**config.mk**
```make
export PLATFORM = sky130hd
export DESIGN_NAME = polymorphic_inline_cache_unit
export DESIGN_NICKNAME = d
export VERILOG_FILES = /design/src/hdl/pic_pkg.sv /design/src/hdl/pic_ctrl.sv /design/src/hdl/pic_dpath.sv /design/src/hdl/polymorphic_inline_cache_unit.sv
export SDC_FILE = /design/constraint.sdc
export NUM_CORES = 2
export LEC_CHECK = 0
export BUFFER_PORTS_ARGS = -buffer_cell sky130_fd_sc_hd__buf_2
export CAP_MARGIN = 0
export CORE_UTILIZATION = 60
export DETAILED_ROUTE_END_ITERATION = 10
export PLACE_DENSITY = 0.87
export SYNTH_ARGS = -nofsm -noshare
export SYNTH_HDL_FRONTEND = slang
export SYNTH_SLANG_ARGS = --single-unit
```
**constraint.sdc**
```tcl
create_clock -name aclk -period 7.4 [get_ports aclk]
set_input_delay 0 -clock aclk [delete_from_list [all_inputs] [get_ports aclk]]
set_output_delay 0 -clock aclk [all_outputs]
set_load 0.02 [all_outputs]
```
**src/hdl/pic_pkg.sv**
```systemverilog
// Shared types and constants for the polymorphic inline cache.
package pic_pkg;

    localparam int TAG_W      = 32;
    localparam int DATA_W     = 16;
    localparam int COUNT_W    = 32;
    localparam int USED_W     = 3;
    localparam int IN_TDATA_W = 64;
    localparam int OUT_TDATA_W = 168;

    typedef enum logic [1:0] {
        CMD_LOOKUP  = 2'd0,
        CMD_UPDATE  = 2'd1,
        CMD_INV_ALL = 2'd2,
        CMD_INV_ONE = 2'd3
    } cmd_t;

    typedef enum logic [1:0] {
        MODE_EMPTY = 2'd0,
        MODE_MONO  = 2'd1,
        MODE_POLY  = 2'd2
    } mode_t;

    // controller -> datapath
    typedef struct packed {
        logic capture;
        logic compare;
        logic scan_step;
        logic apply;
    } ctrl_cmd_t;

    // datapath -> controller
    typedef struct packed {
        logic need_scan;
        logic scan_last;
        logic out_free;
    } ctrl_sts_t;

endpackage

```
**src/hdl/pic_ctrl.sv**
```systemverilog
// Sequencer for the inline cache: capture, compare, LRU scan, apply.
module pic_ctrl
    import pic_pkg::*;
(
    input  logic      aclk,
    input  logic      aresetn,
    input  logic      s_tvalid,
    output logic      s_tready,
    input  ctrl_sts_t sts,
    output ctrl_cmd_t cmd
);

    typedef enum logic [1:0] {
        ST_IDLE,
        ST_CMP,
        ST_SCAN,
        ST_APPLY
    } state_t;

    state_t state_reg;
    state_t state_next;

    always_comb begin
        s_tready = (state_reg == ST_IDLE) || ((state_reg == ST_APPLY) && sts.out_free);
        cmd.capture   = s_tvalid && s_tready;
        cmd.compare   = (state_reg == ST_CMP);
        cmd.scan_step = (state_reg == ST_SCAN);
        cmd.apply     = (state_reg == ST_APPLY) && sts.out_free;

        state_next = state_reg;
        case (state_reg)
            ST_IDLE: begin
                if (s_tvalid) state_next = ST_CMP;
            end
            ST_CMP: begin
                state_next = sts.need_scan ? ST_SCAN : ST_APPLY;
            end
            ST_SCAN: begin
                if (sts.scan_last) state_next = ST_APPLY;
            end
            ST_APPLY: begin
                if (sts.out_free) state_next = s_tvalid ? ST_CMP : ST_IDLE;
            end
            default: state_next = ST_IDLE;
        endcase
    end

    always_ff @(posedge aclk) begin
        if (!aresetn) begin
            state_reg <= ST_IDLE;
        end else begin
            state_reg <= state_next;
        end
    end

endmodule

```
**src/hdl/pic_dpath.sv**
```systemverilog
// Entry store, tag compare, LRU scan, counters and result register.
module pic_dpath
    import pic_pkg::*;
#(
    parameter int ENTRIES = 4
)(
    input  logic                   aclk,
    input  logic                   aresetn,
    input  ctrl_cmd_t              cmd,
    output ctrl_sts_t              sts,
    input  logic [1:0]             s_tuser,
    input  logic [IN_TDATA_W-1:0]  s_tdata,
    output logic                   m_tvalid,
    input  logic                   m_tready,
    output logic [OUT_TDATA_W-1:0] m_tdata
);

    localparam int IDX_W = (ENTRIES > 1) ? $clog2(ENTRIES) : 1;
    localparam int OCC_W = $clog2(ENTRIES + 1);
    localparam bit HAS_SCAN = (ENTRIES > 1);

    // request word
    cmd_t              req_cmd_reg;
    logic [TAG_W-1:0]  req_tag_reg;
    logic [DATA_W-1:0] req_off_reg;
    logic [DATA_W-1:0] req_meth_reg;

    // entries
    logic [TAG_W-1:0]   entry_tag_reg    [ENTRIES];
    logic [DATA_W-1:0]  entry_offset_reg [ENTRIES];
    logic [DATA_W-1:0]  entry_method_reg [ENTRIES];
    logic [COUNT_W-1:0] entry_stamp_reg  [ENTRIES];
    logic [ENTRIES-1:0] entry_valid_reg;

    logic [COUNT_W-1:0] use_clock_reg, use_clock_next;
    logic [OCC_W-1:0]   occ_reg, occ_next;
    mode_t              mode_reg, mode_next;
    logic [COUNT_W-1:0] lookup_reg, lookup_next;
    logic [COUNT_W-1:0] hits_reg, hits_next;
    logic [COUNT_W-1:0] miss_reg, miss_next;
    logic [COUNT_W-1:0] trans_reg, trans_next;

    // compare results
    logic               found_reg;
    logic [IDX_W-1:0]   match_idx_reg;
    logic [DATA_W-1:0]  match_off_reg;
    logic [DATA_W-1:0]  match_meth_reg;

    // LRU scan
    logic [IDX_W-1:0]   scan_idx_reg;
    logic [IDX_W-1:0]   best_idx_reg;
    logic [COUNT_W-1:0] best_stamp_reg;

    logic                   out_valid_reg;
    logic [OUT_TDATA_W-1:0] out_data_reg;

    // combinational match
    logic [ENTRIES-1:0] hit_vec;
    logic [ENTRIES-1:0] first_vec;
    logic               found_comb;
    logic [IDX_W-1:0]   match_idx_comb;
    logic [DATA_W-1:0]  match_off_comb;
    logic [DATA_W-1:0]  match_meth_comb;
    logic               full;

    // apply decode
    logic              wr_en;
    logic              wr_tag_en;
    logic [IDX_W-1:0]  wr_idx;
    logic              shift_en;
    logic              clear_all;
    logic              res_hit;
    logic [DATA_W-1:0] res_off;
    logic [DATA_W-1:0] res_meth;
    logic              res_is_meth;

    assign full = (occ_reg == OCC_W'(ENTRIES));

    always_comb begin
        found_comb      = 1'b0;
        match_idx_comb  = '0;
        match_off_comb  = '0;
        match_meth_comb = '0;
        first_vec       = '0;
        for (int i = 0; i < ENTRIES; i++) begin
            hit_vec[i] = entry_valid_reg[i] && (entry_tag_reg[i] == req_tag_reg);
        end
        for (int i = ENTRIES - 1; i >= 0; i--) begin
            if (hit_vec[i]) begin
                match_idx_comb = IDX_W'(i);
                first_vec      = '0;
                first_vec[i]   = 1'b1;
            end
        end
        for (int i = 0; i < ENTRIES; i++) begin
            if (first_vec[i]) begin
                match_off_comb  = match_off_comb  | entry_offset_reg[i];
                match_meth_comb = match_meth_comb | entry_method_reg[i];
            end
        end
        found_comb = |hit_vec;
    end

    always_comb begin
        sts.need_scan = HAS_SCAN && (req_cmd_reg == CMD_UPDATE) && !found_comb && full;
        sts.scan_last = (scan_idx_reg == IDX_W'(ENTRIES - 1));
        sts.out_free  = !out_valid_reg || m_tready;
    end

    // next state of the cache for the request in hand
    always_comb begin
        use_clock_next = use_clock_reg;
        occ_next       = occ_reg;
        mode_next      = mode_reg;
        lookup_next    = lookup_reg;
        hits_next      = hits_reg;
        miss_next      = miss_reg;
        trans_next     = trans_reg;
        wr_en          = 1'b0;
        wr_tag_en      = 1'b0;
        wr_idx         = match_idx_reg;
        shift_en       = 1'b0;
        clear_all      = 1'b0;
        res_hit        = 1'b0;
        res_off        = '0;
        res_meth       = '0;
        res_is_meth    = 1'b0;
        case (req_cmd_reg)
            CMD_LOOKUP: begin
                lookup_next = lookup_reg + 1'b1;
                if (found_reg) begin
                    hits_next      = hits_reg + 1'b1;
                    use_clock_next = use_clock_reg + 1'b1;
                    res_hit        = 1'b1;
                    res_off        = match_off_reg;
                    res_meth       = match_meth_reg;
                    res_is_meth    = (match_meth_reg != '0);
                end else begin
                    miss_next = miss_reg + 1'b1;
                end
            end
            CMD_UPDATE: begin
                use_clock_next = use_clock_reg + 1'b1;
                wr_en          = 1'b1;
                if (!found_reg) begin
                    wr_tag_en = 1'b1;
                    if (!full) begin
                        wr_idx   = occ_reg[IDX_W-1:0];
                        occ_next = occ_reg + 1'b1;
                    end else begin
                        wr_idx = best_idx_reg;
                    end
                    mode_next = (occ_next == OCC_W'(1)) ? MODE_MONO : MODE_POLY;
                    if (mode_next != mode_reg) trans_next = trans_reg + 1'b1;
                end
            end
            CMD_INV_ALL: begin
                clear_all  = 1'b1;
                occ_next   = '0;
                mode_next  = MODE_EMPTY;
                trans_next = trans_reg + 1'b1;
            end
            CMD_INV_ONE: begin
                if (found_reg) begin
                    shift_en   = 1'b1;
                    occ_next   = occ_reg - 1'b1;
                    trans_next = trans_reg + 1'b1;
                    if (occ_next == '0) begin
                        mode_next = MODE_EMPTY;
                    end else if (occ_next == OCC_W'(1)) begin
                        mode_next = MODE_MONO;
                    end else begin
                        mode_next = MODE_POLY;
                    end
                end
            end
            default: begin
            end
        endcase
    end

    // control state
    always_ff @(posedge aclk) begin
        if (!aresetn) begin
            entry_valid_reg <= '0;
            use_clock_reg   <= '0;
            occ_reg         <= '0;
            mode_reg        <= MODE_EMPTY;
            lookup_reg      <= '0;
            hits_reg        <= '0;
            miss_reg        <= '0;
            trans_reg       <= '0;
            out_valid_reg   <= 1'b0;
        end else begin
            if (cmd.apply) begin
                use_clock_reg <= use_clock_next;
                occ_reg       <= occ_next;
                mode_reg      <= mode_next;
                lookup_reg    <= lookup_next;
                hits_reg      <= hits_next;
                miss_reg      <= miss_next;
                trans_reg     <= trans_next;
                if (clear_all) begin
                    entry_valid_reg <= '0;
                end else if (shift_en) begin
                    for (int i = 0; i < ENTRIES - 1; i++) begin
                        if (IDX_W'(i) >= match_idx_reg) begin
                            entry_valid_reg[i] <= entry_valid_reg[i+1];
                        end
                    end
                    entry_valid_reg[ENTRIES-1] <= 1'b0;
                end else if (wr_tag_en) begin
                    entry_valid_reg[wr_idx] <= 1'b1;
                end
            end
            if (cmd.apply) begin
                out_valid_reg <= 1'b1;
            end else if (m_tready) begin
                out_valid_reg <= 1'b0;
            end
        end
    end

    // payload
    always_ff @(posedge aclk) begin
        if (cmd.capture) begin
            req_cmd_reg  <= cmd_t'(s_tuser);
            req_tag_reg  <= s_tdata[31:0];
            req_off_reg  <= s_tdata[47:32];
            req_meth_reg <= s_tdata[63:48];
        end
        if (cmd.compare) begin
            found_reg      <= found_comb;
            match_idx_reg  <= match_idx_comb;
            match_off_reg  <= match_off_comb;
            match_meth_reg <= match_meth_comb;
            scan_idx_reg   <= IDX_W'(1);
            best_idx_reg   <= '0;
            best_stamp_reg <= entry_stamp_reg[0];
        end
        if (cmd.scan_step) begin
            if (entry_stamp_reg[scan_idx_reg] < best_stamp_reg) begin
                best_idx_reg   <= scan_idx_reg;
                best_stamp_reg <= entry_stamp_reg[scan_idx_reg];
            end
            scan_idx_reg <= scan_idx_reg + 1'b1;
        end
        if (cmd.apply) begin
            if (shift_en) begin
                for (int i = 0; i < ENTRIES - 1; i++) begin
                    if (IDX_W'(i) >= match_idx_reg) begin
                        entry_tag_reg[i]    <= entry_tag_reg[i+1];
                        entry_offset_reg[i] <= entry_offset_reg[i+1];
                        entry_method_reg[i] <= entry_method_reg[i+1];
                        entry_stamp_reg[i]  <= entry_stamp_reg[i+1];
                    end
                end
            end else if (wr_en) begin
                entry_offset_reg[wr_idx] <= req_off_reg;
                entry_method_reg[wr_idx] <= req_meth_reg;
                entry_stamp_reg[wr_idx]  <= use_clock_next;
                if (wr_tag_en) entry_tag_reg[wr_idx] <= req_tag_reg;
            end else if (res_hit) begin
                entry_stamp_reg[match_idx_reg] <= use_clock_next;
            end
            out_data_reg <= {1'b0, trans_next, miss_next, hits_next, lookup_next,
                             USED_W'(occ_next), mode_next, res_is_meth,
                             res_meth, res_off, res_hit};
        end
    end

    assign m_tvalid = out_valid_reg;
    assign m_tdata  = out_data_reg;

endmodule

```
**src/hdl/polymorphic_inline_cache_unit.sv**
```systemverilog
// Polymorphic inline cache: top level with stream ports and checks.
//
// Usage:
//   s_ channel carries one request word: s_tuser is the command (lookup,
//   update, invalidate all, invalidate one shape); s_tdata holds the shape
//   tag, property offset and method handle. m_ channel returns exactly one
//   result word per request, in request order.
//   Sequence: a request is captured, compared into the match registers
//   and then applied, which registers its result word and raises
//   m_tvalid. An update that misses while all ENTRIES slots are occupied
//   first runs the LRU search, which walks the stamps one slot per cycle.
//   Overlap: the next request is taken in the apply cycle, so a new
//   request enters while the last one's result is being registered; no
//   request is taken during compare or search.
//   Stall: the result register holds its word while m_tready is low; the
//   block then stays in its apply step and drops s_tready until the word
//   is taken. Nothing is lost or duplicated.
//   Reset (aresetn low, synchronous): all entries invalid, occupancy 0,
//   mode empty, use clock and all four counters cleared, no result held.
module polymorphic_inline_cache_unit
    import pic_pkg::*;
#(
    parameter int ENTRIES = 4
)(
    input  logic                   aclk,
    input  logic                   aresetn,
    input  logic                   s_tvalid,
    output logic                   s_tready,
    // tuser: command[1:0]
    input  logic [1:0]             s_tuser,
    // tdata: shape_tag[31:0], prop_offset[47:32], method_handle[63:48]
    input  logic [IN_TDATA_W-1:0]  s_tdata,
    output logic                   m_tvalid,
    input  logic                   m_tready,
    // tdata: hit[0], hit_offset[16:1], hit_method[32:17], is_method[33],
    // cache_mode[35:34], used_entries[38:36], lookup_total[70:39],
    // hit_total[102:71], miss_total[134:103], transition_total[166:135],
    // zero pad[167]
    output logic [OUT_TDATA_W-1:0] m_tdata
);

    ctrl_cmd_t ctrl_cmd;
    ctrl_sts_t ctrl_sts;

    pic_ctrl u_ctrl (
        .aclk     (aclk),
        .aresetn  (aresetn),
        .s_tvalid (s_tvalid),
        .s_tready (s_tready),
        .sts      (ctrl_sts),
        .cmd      (ctrl_cmd)
    );

    pic_dpath #(
        .ENTRIES (ENTRIES)
    ) u_dpath (
        .aclk     (aclk),
        .aresetn  (aresetn),
        .cmd      (ctrl_cmd),
        .sts      (ctrl_sts),
        .s_tuser  (s_tuser),
        .s_tdata  (s_tdata),
        .m_tvalid (m_tvalid),
        .m_tready (m_tready),
        .m_tdata  (m_tdata)
    );

    // A taken request always needs a compare cycle before the next one.
    assert property (@(posedge aclk) disable iff (!aresetn)
        (s_tvalid && s_tready) |=> !s_tready)
        else $error("request accepted during compare");

    // Every lookup is either a hit or a miss.
    assert property (@(posedge aclk) disable iff (!aresetn)
        m_tvalid |-> (m_tdata[102:71] + m_tdata[134:103] == m_tdata[70:39]))
        else $error("hit and miss totals do not add up to lookups");

    // Result fields of a miss or a non-lookup are zero; is_method follows the handle.
    assert property (@(posedge aclk) disable iff (!aresetn)
        m_tvalid |-> (m_tdata[0] ? (m_tdata[33] == (m_tdata[32:17] != 16'd0))
                                 : (m_tdata[33:1] == 33'd0)))
        else $error("hit payload inconsistent");

    // Mode agrees with occupancy.
    assert property (@(posedge aclk) disable iff (!aresetn)
        m_tvalid |-> ((ENTRIES > 7) ||
                      ((m_tdata[38:36] == 3'd0) == (m_tdata[35:34] == MODE_EMPTY) &&
                       (m_tdata[38:36] == 3'd1) == (m_tdata[35:34] == MODE_MONO))))
        else $error("cache mode does not match occupancy");

endmodule
```
## Word-level counts from Yosys, hierarchy flattened

Memories as Yosys holds them, arrays and structs flattened. A register that Yosys moved wholly into a read port is not among the register bits.
Cells that the tools add are included.

| operators by class | value |
|---|---|
| add/sub/neg operators | 8 |
| multiply operators | 0 |
| divide/modulo/power cells | 0 |
| $lt $le $gt $ge | 6 |
| equality and inequality tests | 21 |
| shift-type cells | 0 |
| mux-type cells | 114 |
| bitwise operators | 7 |
| reductions and logical operators | 33 |

Operators with widths:

| cell | count |
|---|---|
| two-way mux 32 bit | 15 |
| adder 32 x 1 -> 32 bit (second input constant) | 5 |
| two-way mux 16 bit | 10 |
| == test 32 bit | 4 |
| bitwise OR 16 bit | 6 |
| case mux 32 bit (3 select lines) | 1 |
| OR reduction 32 bit | 3 |
| case mux 32 bit (2 select lines) | 1 |
| two-way mux 2 bit | 24 |
| two-way mux 1 bit | 47 |
| < comparator 32 bit | 1 |
| OR reduction 16 bit | 2 |
| two-way mux 4 bit | 7 |
| nonzero test 16 bit | 1 |
| two-way mux 3 bit | 5 |
| AND reduction 3 bit | 4 |
| == test 2 bit (second input constant) | 5 |
| logical AND 1 bit | 9 |
| != test 3 bit (second input constant) | 3 |
| case mux 3 bit (3 select lines) | 1 |
| case mux 2 bit (4 select lines) | 1 |
| == test 3 x 1 -> 1 bit (second input constant) | 2 |
| case mux 2 bit (3 select lines) | 1 |
| == test 2 x 1 -> 1 bit (second input constant) | 2 |
| 22 further kinds | 29 |

| storage, ports and cells | value |
|---|---|
| register bits | 476 |
| latch bits | 0 |
| bits in writable memories | 384 |
| ROM bits | 0 |
| input bits | 70 |
| output and inout port bits | 170 |
| logic and storage cells | 220 |
| memories kept | 4 |

Memory list:

| memory | depth | bits a word | rd ports | clocked after memory_dff | write ports | line | text |
|---|---|---|---|---|---|---|---|
| u_dpath.entry_stamp_reg | 4 | 32 | 5 | 1 | 3 | pic_dpath.sv:32 | `logic [COUNT_W-1:0] entry_stamp_reg [ENTRIES];` |
| u_dpath.entry_tag_reg | 4 | 32 | 4 | 0 | 3 | pic_dpath.sv:29 | `logic [TAG_W-1:0] entry_tag_reg [ENTRIES];` |
| u_dpath.entry_method_reg | 4 | 16 | 4 | 0 | 3 | pic_dpath.sv:31 | `logic [DATA_W-1:0] entry_method_reg [ENTRIES];` |
| u_dpath.entry_offset_reg | 4 | 16 | 4 | 0 | 3 | pic_dpath.sv:30 | `logic [DATA_W-1:0] entry_offset_reg [ENTRIES];` |

## Logic depth before layout (Yosys ltp)

An unclocked memory read counts as a cell.

| depth | value |
|---|---|
| depth in word-level cells | 14 |
| depth in mapped cells | 12 |
| gate-level depth less buffers | 9 |

## Modules after synthesis

A second synthesis with hierarchy kept.

| unflattened totals | value |
|---|---|
| cells, all modules | 3191 |
| area total of the unflattened synthesis | 39409.0 µm² |

Modules (own cells, without submodules):

| module | instances | cells each | area an instance (µm²) | seq. area each (µm²) |
|---|---|---|---|---|
| pic_dpath | 1 | 3168 | 39205.1 | 23762.8 |
| pic_ctrl | 1 | 23 | 203.9 | 40.0 |

## Worst setup path after synthesis

OpenSTA, ideal clock, no wires.

| timing | value |
|---|---|
| path type | register to register |
| start | reg u_dpath.out_valid_reg, in the netlist u_dpath.m_tvalid |
| end | reg u_dpath.lookup_reg[4] |
| setup time | 0.128 ns |
| arrival | 6.607 ns |
| data required time | 7.272 ns |
| path slack | 0.665 ns |
| stages on the path, launching flop included | 10 |
| buffers on the path | 3 |
| clock period less this slack | 6.735 ns |
| cells stage by stage | dfxtp_1 nor2b_1 nand2b_1 clkbuf_1 inv_1 clkbuf_1 clkbuf_1 nand2_1 xnor2_1 nor2_1 |

RTL lines:

| what | line | text |
|---|---|---|
| start: declaration | pic_dpath.sv:54 | `logic out_valid_reg;` |
| start signal: assignment | pic_dpath.sv:193 | `out_valid_reg <= 1'b0;` |
| start signal: assignment | pic_dpath.sv:217 | `out_valid_reg <= 1'b1;` |
| start signal: assignment | pic_dpath.sv:219 | `out_valid_reg <= 1'b0;` |
| end signal: assignment | pic_dpath.sv:199 | `lookup_reg <= lookup_next;` |
| end: declaration | pic_dpath.sv:38 | `logic [COUNT_W-1:0] lookup_reg, lookup_next;` |

==> impl_metrics.csv <==
group,metric,value,unit
outcome,outcome,"completed",
global_route,groute.usage.overall,0.262,
power,power_leakage,15.8,nW
timing,pin_slew_with_the_least_headroom_to_its_limit,1.22,ns
critical_path,required_arrival_time_at_the_worst_endpoint,7.68,ns
hold_path,min_to,"u_dpath.req_off_reg[4]$_DFFE_PP_",
clocking,cts_max_path_buffers,3,
power,power_frac_seq,0.471,
critical_path,timing.rr.end,"u_dpath.entry_tag_reg[0][12]$_DFFE_PP_",
hold_path,hold_start,"s_tdata[36]",
global_route,first_pass_grt_wire_length,137000,um
placement,detailed_place_hpwl,52900,um
logic_synthesis,sequential_element_share_of_the_synthesized_area,0.609,
clocking,cts.root.buffer_cell,"sky130_fd_sc_hd__clkbuf_16",
timing,max_freq,0.223,GHz
routing,wire_length_on_met2,44700,um
routing,firstDrtPassIters,7,
clocking,cts_resized,0,
routing,wire_per_inst,20.1,um
final_layout,multi_input_area,14300,um^2
power,power.net_switching,3.62,mW
final_layout,finish.instance_area,44800,um^2
timing,final_min_period_over_clock_period,0.607,
floorplan,die_extent_in_x,257,um
placement,numPlacedInstances,4152,
power,powerDensity,288,nW/um^2
critical_path,worstPathArrival,4.77,ns
timing,timing.final.max_slew_violations,0,
routing,postRouteAntennaNets,0,
critical_path,worst_setup_path_end_kind,"register",
floorplan,placeableCoreArea,64500,um^2
routing,routed-via-count,25900,
timing,timing.final.crit_period,4.49,ns
placement,detailed_place.area,41100,um^2
power,power.share.clock,0.355,
clocking,clock-sinks,862,
logic_synthesis,prevailing_post_synth_register_cell,"sky130_fd_sc_hd__edfxtp_1",
critical_path,timing.setup.critical_path_class,"register to register",
logic_synthesis,synth_nets,3331,
final_layout,areaGrowthSynthToFinish,14.4,%
critical_path,timing.reg2reg.worst_path_depth,7,
final_layout,largest_register_ff_count,167,
power,power.ir.vdd_worst,241,uV
logic_synthesis,syn_avg_cell_area,12.2,um^2
routing,met3_length,6140,um
power,pwr-share-comb,0.175,
final_layout,antenna-diode-count,0,
power,p_sw_frac,0.281,
final_layout,register_area,23800,um^2
routing,met1_length,34500,um
run,cap_viol_max_count,0,
timing,setup-tns-final,0,ns
final_layout,final_cells,4386,
hold_path,min-delay-path-class,"input port to register",
timing,final_critical_path_setup_slack,2.91,ns
global_route,first_global_vias,25700,
placement,port_buffers,238,
timing,fin_worst_skew,0.0306,ns
floorplan,initial_standard_cell_utilization_of_the_core,0.607,
clocking,numCtsBuffers,88,
global_route,grt.overflow.total,0,
logic_synthesis,ys.warnings.count,0,
final_layout,finalCoreUtilization,0.694,
timing,setup_viol_count_final,0,
logic_synthesis,ys_seq_elements,862,
final_layout,layout.nets,3573,
clocking,tritoncts,"done",
floorplan,io_pins,240,
placement,gpl_wtd_cong,0.859,
timing,rsz0062_at_grt,"false",
critical_path,r2r-start,"u_dpath.found_reg$_DFFE_PP_",
power,post-layout-total-power,12.9,mW
power,cell_internal_pwr,9.27,mW
global_route,number_of_antenna_violations_at_the_first_check_in_global_routing,3,
routing,finalWirelength,88000,um
placement,place_ws,3.00,ns
logic_synthesis,postSynth.asyncResetShare,0,
routing,topRoutingLayerUsed,"met4",
floorplan,design.die.area,66200,um^2
timing,timing.final.hold_violations,0,
timing,slew_headroom,0.187,
logic_synthesis,postSynthCellCount,3215,
critical_path,crit_fanout,32,
routing,drt_drc_violations_left,0,
global_route,grt_max_degree,95,
logic_synthesis,synthDistinctLibCells,67,
hold_path,worstHoldPathCells,2,
routing,vias_per_cell,5.90,
critical_path,rrSetupSlack,2.91,ns
critical_path,critical_path.startpoint_type,"register",
floorplan,floorplan.rows,93,
logic_synthesis,post_synth_instance_area,39100,um^2
timing,whs,0.0550,ns
final_layout,layout-drive-gt1-share,0.202,
routing,drt_first_iter_violations,2536,
logic_synthesis,edff_count_synth,654,
clocking,clk_transition_reported_paths,0.06,ns
clocking,cts.htree.levels,3,
final_layout,fillers,4235,
clocking,clock_insertion_delay_worst_skew,0.65,ns
floorplan,fp.dieH,257,um
cell usage after synthesis (all sizes together) (2+ instances only):
cell    instances  area share
a211oi          3     0.00058
a21boi          2     0.00038
a21o            2     0.00038
a21oi         180       0.023
a221o          32      0.0082
a22o            3     0.00067
a311oi          4     0.00090
a31oi           2     0.00032
and2           42      0.0067
and3           24      0.0038
and4            9      0.0020
buf            14      0.0020
clkbuf        177       0.017
dfxtp         208        0.11
edfxtp        654        0.50
ha             46       0.015
inv            98      0.0094
mux2          233       0.067
mux2i          10      0.0026
mux4           32       0.018
nand2         220       0.021
nand2b         20      0.0032
nand3          79       0.010
nand3b          3     0.00058
nand4          50      0.0080
nand4b          2     0.00045
nor2          386       0.037
nor2b           6     0.00096
nor3           64      0.0082
nor3b           3     0.00058
nor4           47      0.0075
nor4bb          2     0.00051
o211ai          5     0.00096
o21ai          81       0.010
o31ai           3     0.00058
or2             9      0.0014
or3            26      0.0043
or4             6      0.0012
xnor2         185       0.041
xor2          224       0.050
area by class of cell:
| cell class | count | area share |
|---|---|---|
| clock inverters | 53 | 0.0128 |
| inverters | 99 | 0.00853 |
| multi-input cells | 2062 | 0.321 |
| clock buffers | 111 | 0.0539 |
| well taps | 855 | 0.0239 |
| flip-flops and latches | 862 | 0.532 |
| repair buffers | 344 | 0.0483 |
timing repair:
action                    CTS  global route
buffers inserted            0             0
hold endpoints to repair   81             0
hold buffers               70             0
cell families after synthesis:
group,after synthesis,share of synthesized area
DFF,862,0.609
muxes,275,0.0881
and+or+nand+nor,1002,0.119
xor gates and xnor gates,409,0.0916
adders and majority gates,46,0.0147
other,1,0.0000959
buffers and inverters,291,0.0287
AOI/OAI and AO/OA,329,0.0491
cells in the final DEF, fill, tap and decap left out, types with 70 or more instances in the layout:
master,Yosys,layout
sky130_fd_sc_hd__dfxtp_1,208,207
sky130_fd_sc_hd__buf_2,1,238
sky130_fd_sc_hd__inv_1,98,97
sky130_fd_sc_hd__dlygate4sd3_1,0,70
sky130_fd_sc_hd__edfxtp_1,654,654
sky130_fd_sc_hd__nand3_1,78,78
sky130_fd_sc_hd__o21ai_0,81,75
sky130_fd_sc_hd__nand2_1,220,220
sky130_fd_sc_hd__xor2_1,224,224
sky130_fd_sc_hd__clkbuf_16,0,91
sky130_fd_sc_hd__xnor2_1,185,185
sky130_fd_sc_hd__mux2_2,233,233
sky130_fd_sc_hd__nor2_1,386,376
sky130_fd_sc_hd__a21oi_1,180,180
power groups by stage:
stage / clock network [mW] / registers (mW) / logic, mW
after floorplan: 0 / 6.17 / 1.47
after global placement: 0 / 6.13 / 2.11
after detailed placement: 0 / 6.16 / 2.18
after CTS: 4.60 / 6.06 / 2.24
after global routing: 4.80 / 6.11 / 2.45
final: 4.57 / 6.07 / 2.25
how the worst max path moves through the flow:
| stage | startpoint | end | cells after the start |
|---|---|---|---|
| 6_report | u_dpath.found_reg$_DFFE_PP_ | u_dpath.entry_tag_reg[0][12]$_DFFE_PP_ | 7 |
| 5_1_grt | u_dpath.found_reg$_DFFE_PP_ | u_dpath.entry_tag_reg[0][7]$_DFFE_PP_ | 7 |
| 4_1_cts | u_dpath.found_reg$_DFFE_PP_ | u_dpath.entry_tag_reg[0][19]$_DFFE_PP_ | 7 |
| 3_5_place_dp | u_dpath.found_reg$_DFFE_PP_ | u_dpath.entry_tag_reg[0][10]$_DFFE_PP_ | 7 |
| 3_3_place_gp | u_dpath.found_reg$_DFFE_PP_ | u_dpath.entry_tag_reg[0][7]$_DFFE_PP_ | 7 |
| 2_1_floorplan | u_dpath.m_tvalid$_SDFFE_PN0P_ | u_dpath.lookup_reg[4]$_SDFFE_PN0P_ | 9 |
per-layer routing:
| metal | global-route usage | up-vias |
|---|---|---|
| met2 | 0.453 | 1077 |
| li1 | - | 11900 |
| met5 | 0 | - |
| met1 | 0.333 | 12700 |
| met4 | 0.0922 | 0 |
| met3 | 0.0436 | 194 |
critical path: stages, from the launching register on:
cell                       delay [ns]
sky130_fd_sc_hd__edfxtp_1        0.67
sky130_fd_sc_hd__nor3b_1         0.82
sky130_fd_sc_hd__a21oi_1         0.25
sky130_fd_sc_hd__or2_2           0.46
sky130_fd_sc_hd__nor3_2          0.91
sky130_fd_sc_hd__buf_4           0.45
sky130_fd_sc_hd__nand2b_1        0.15
sky130_fd_sc_hd__buf_4           0.39
Power figures use the tool's default switching activity.
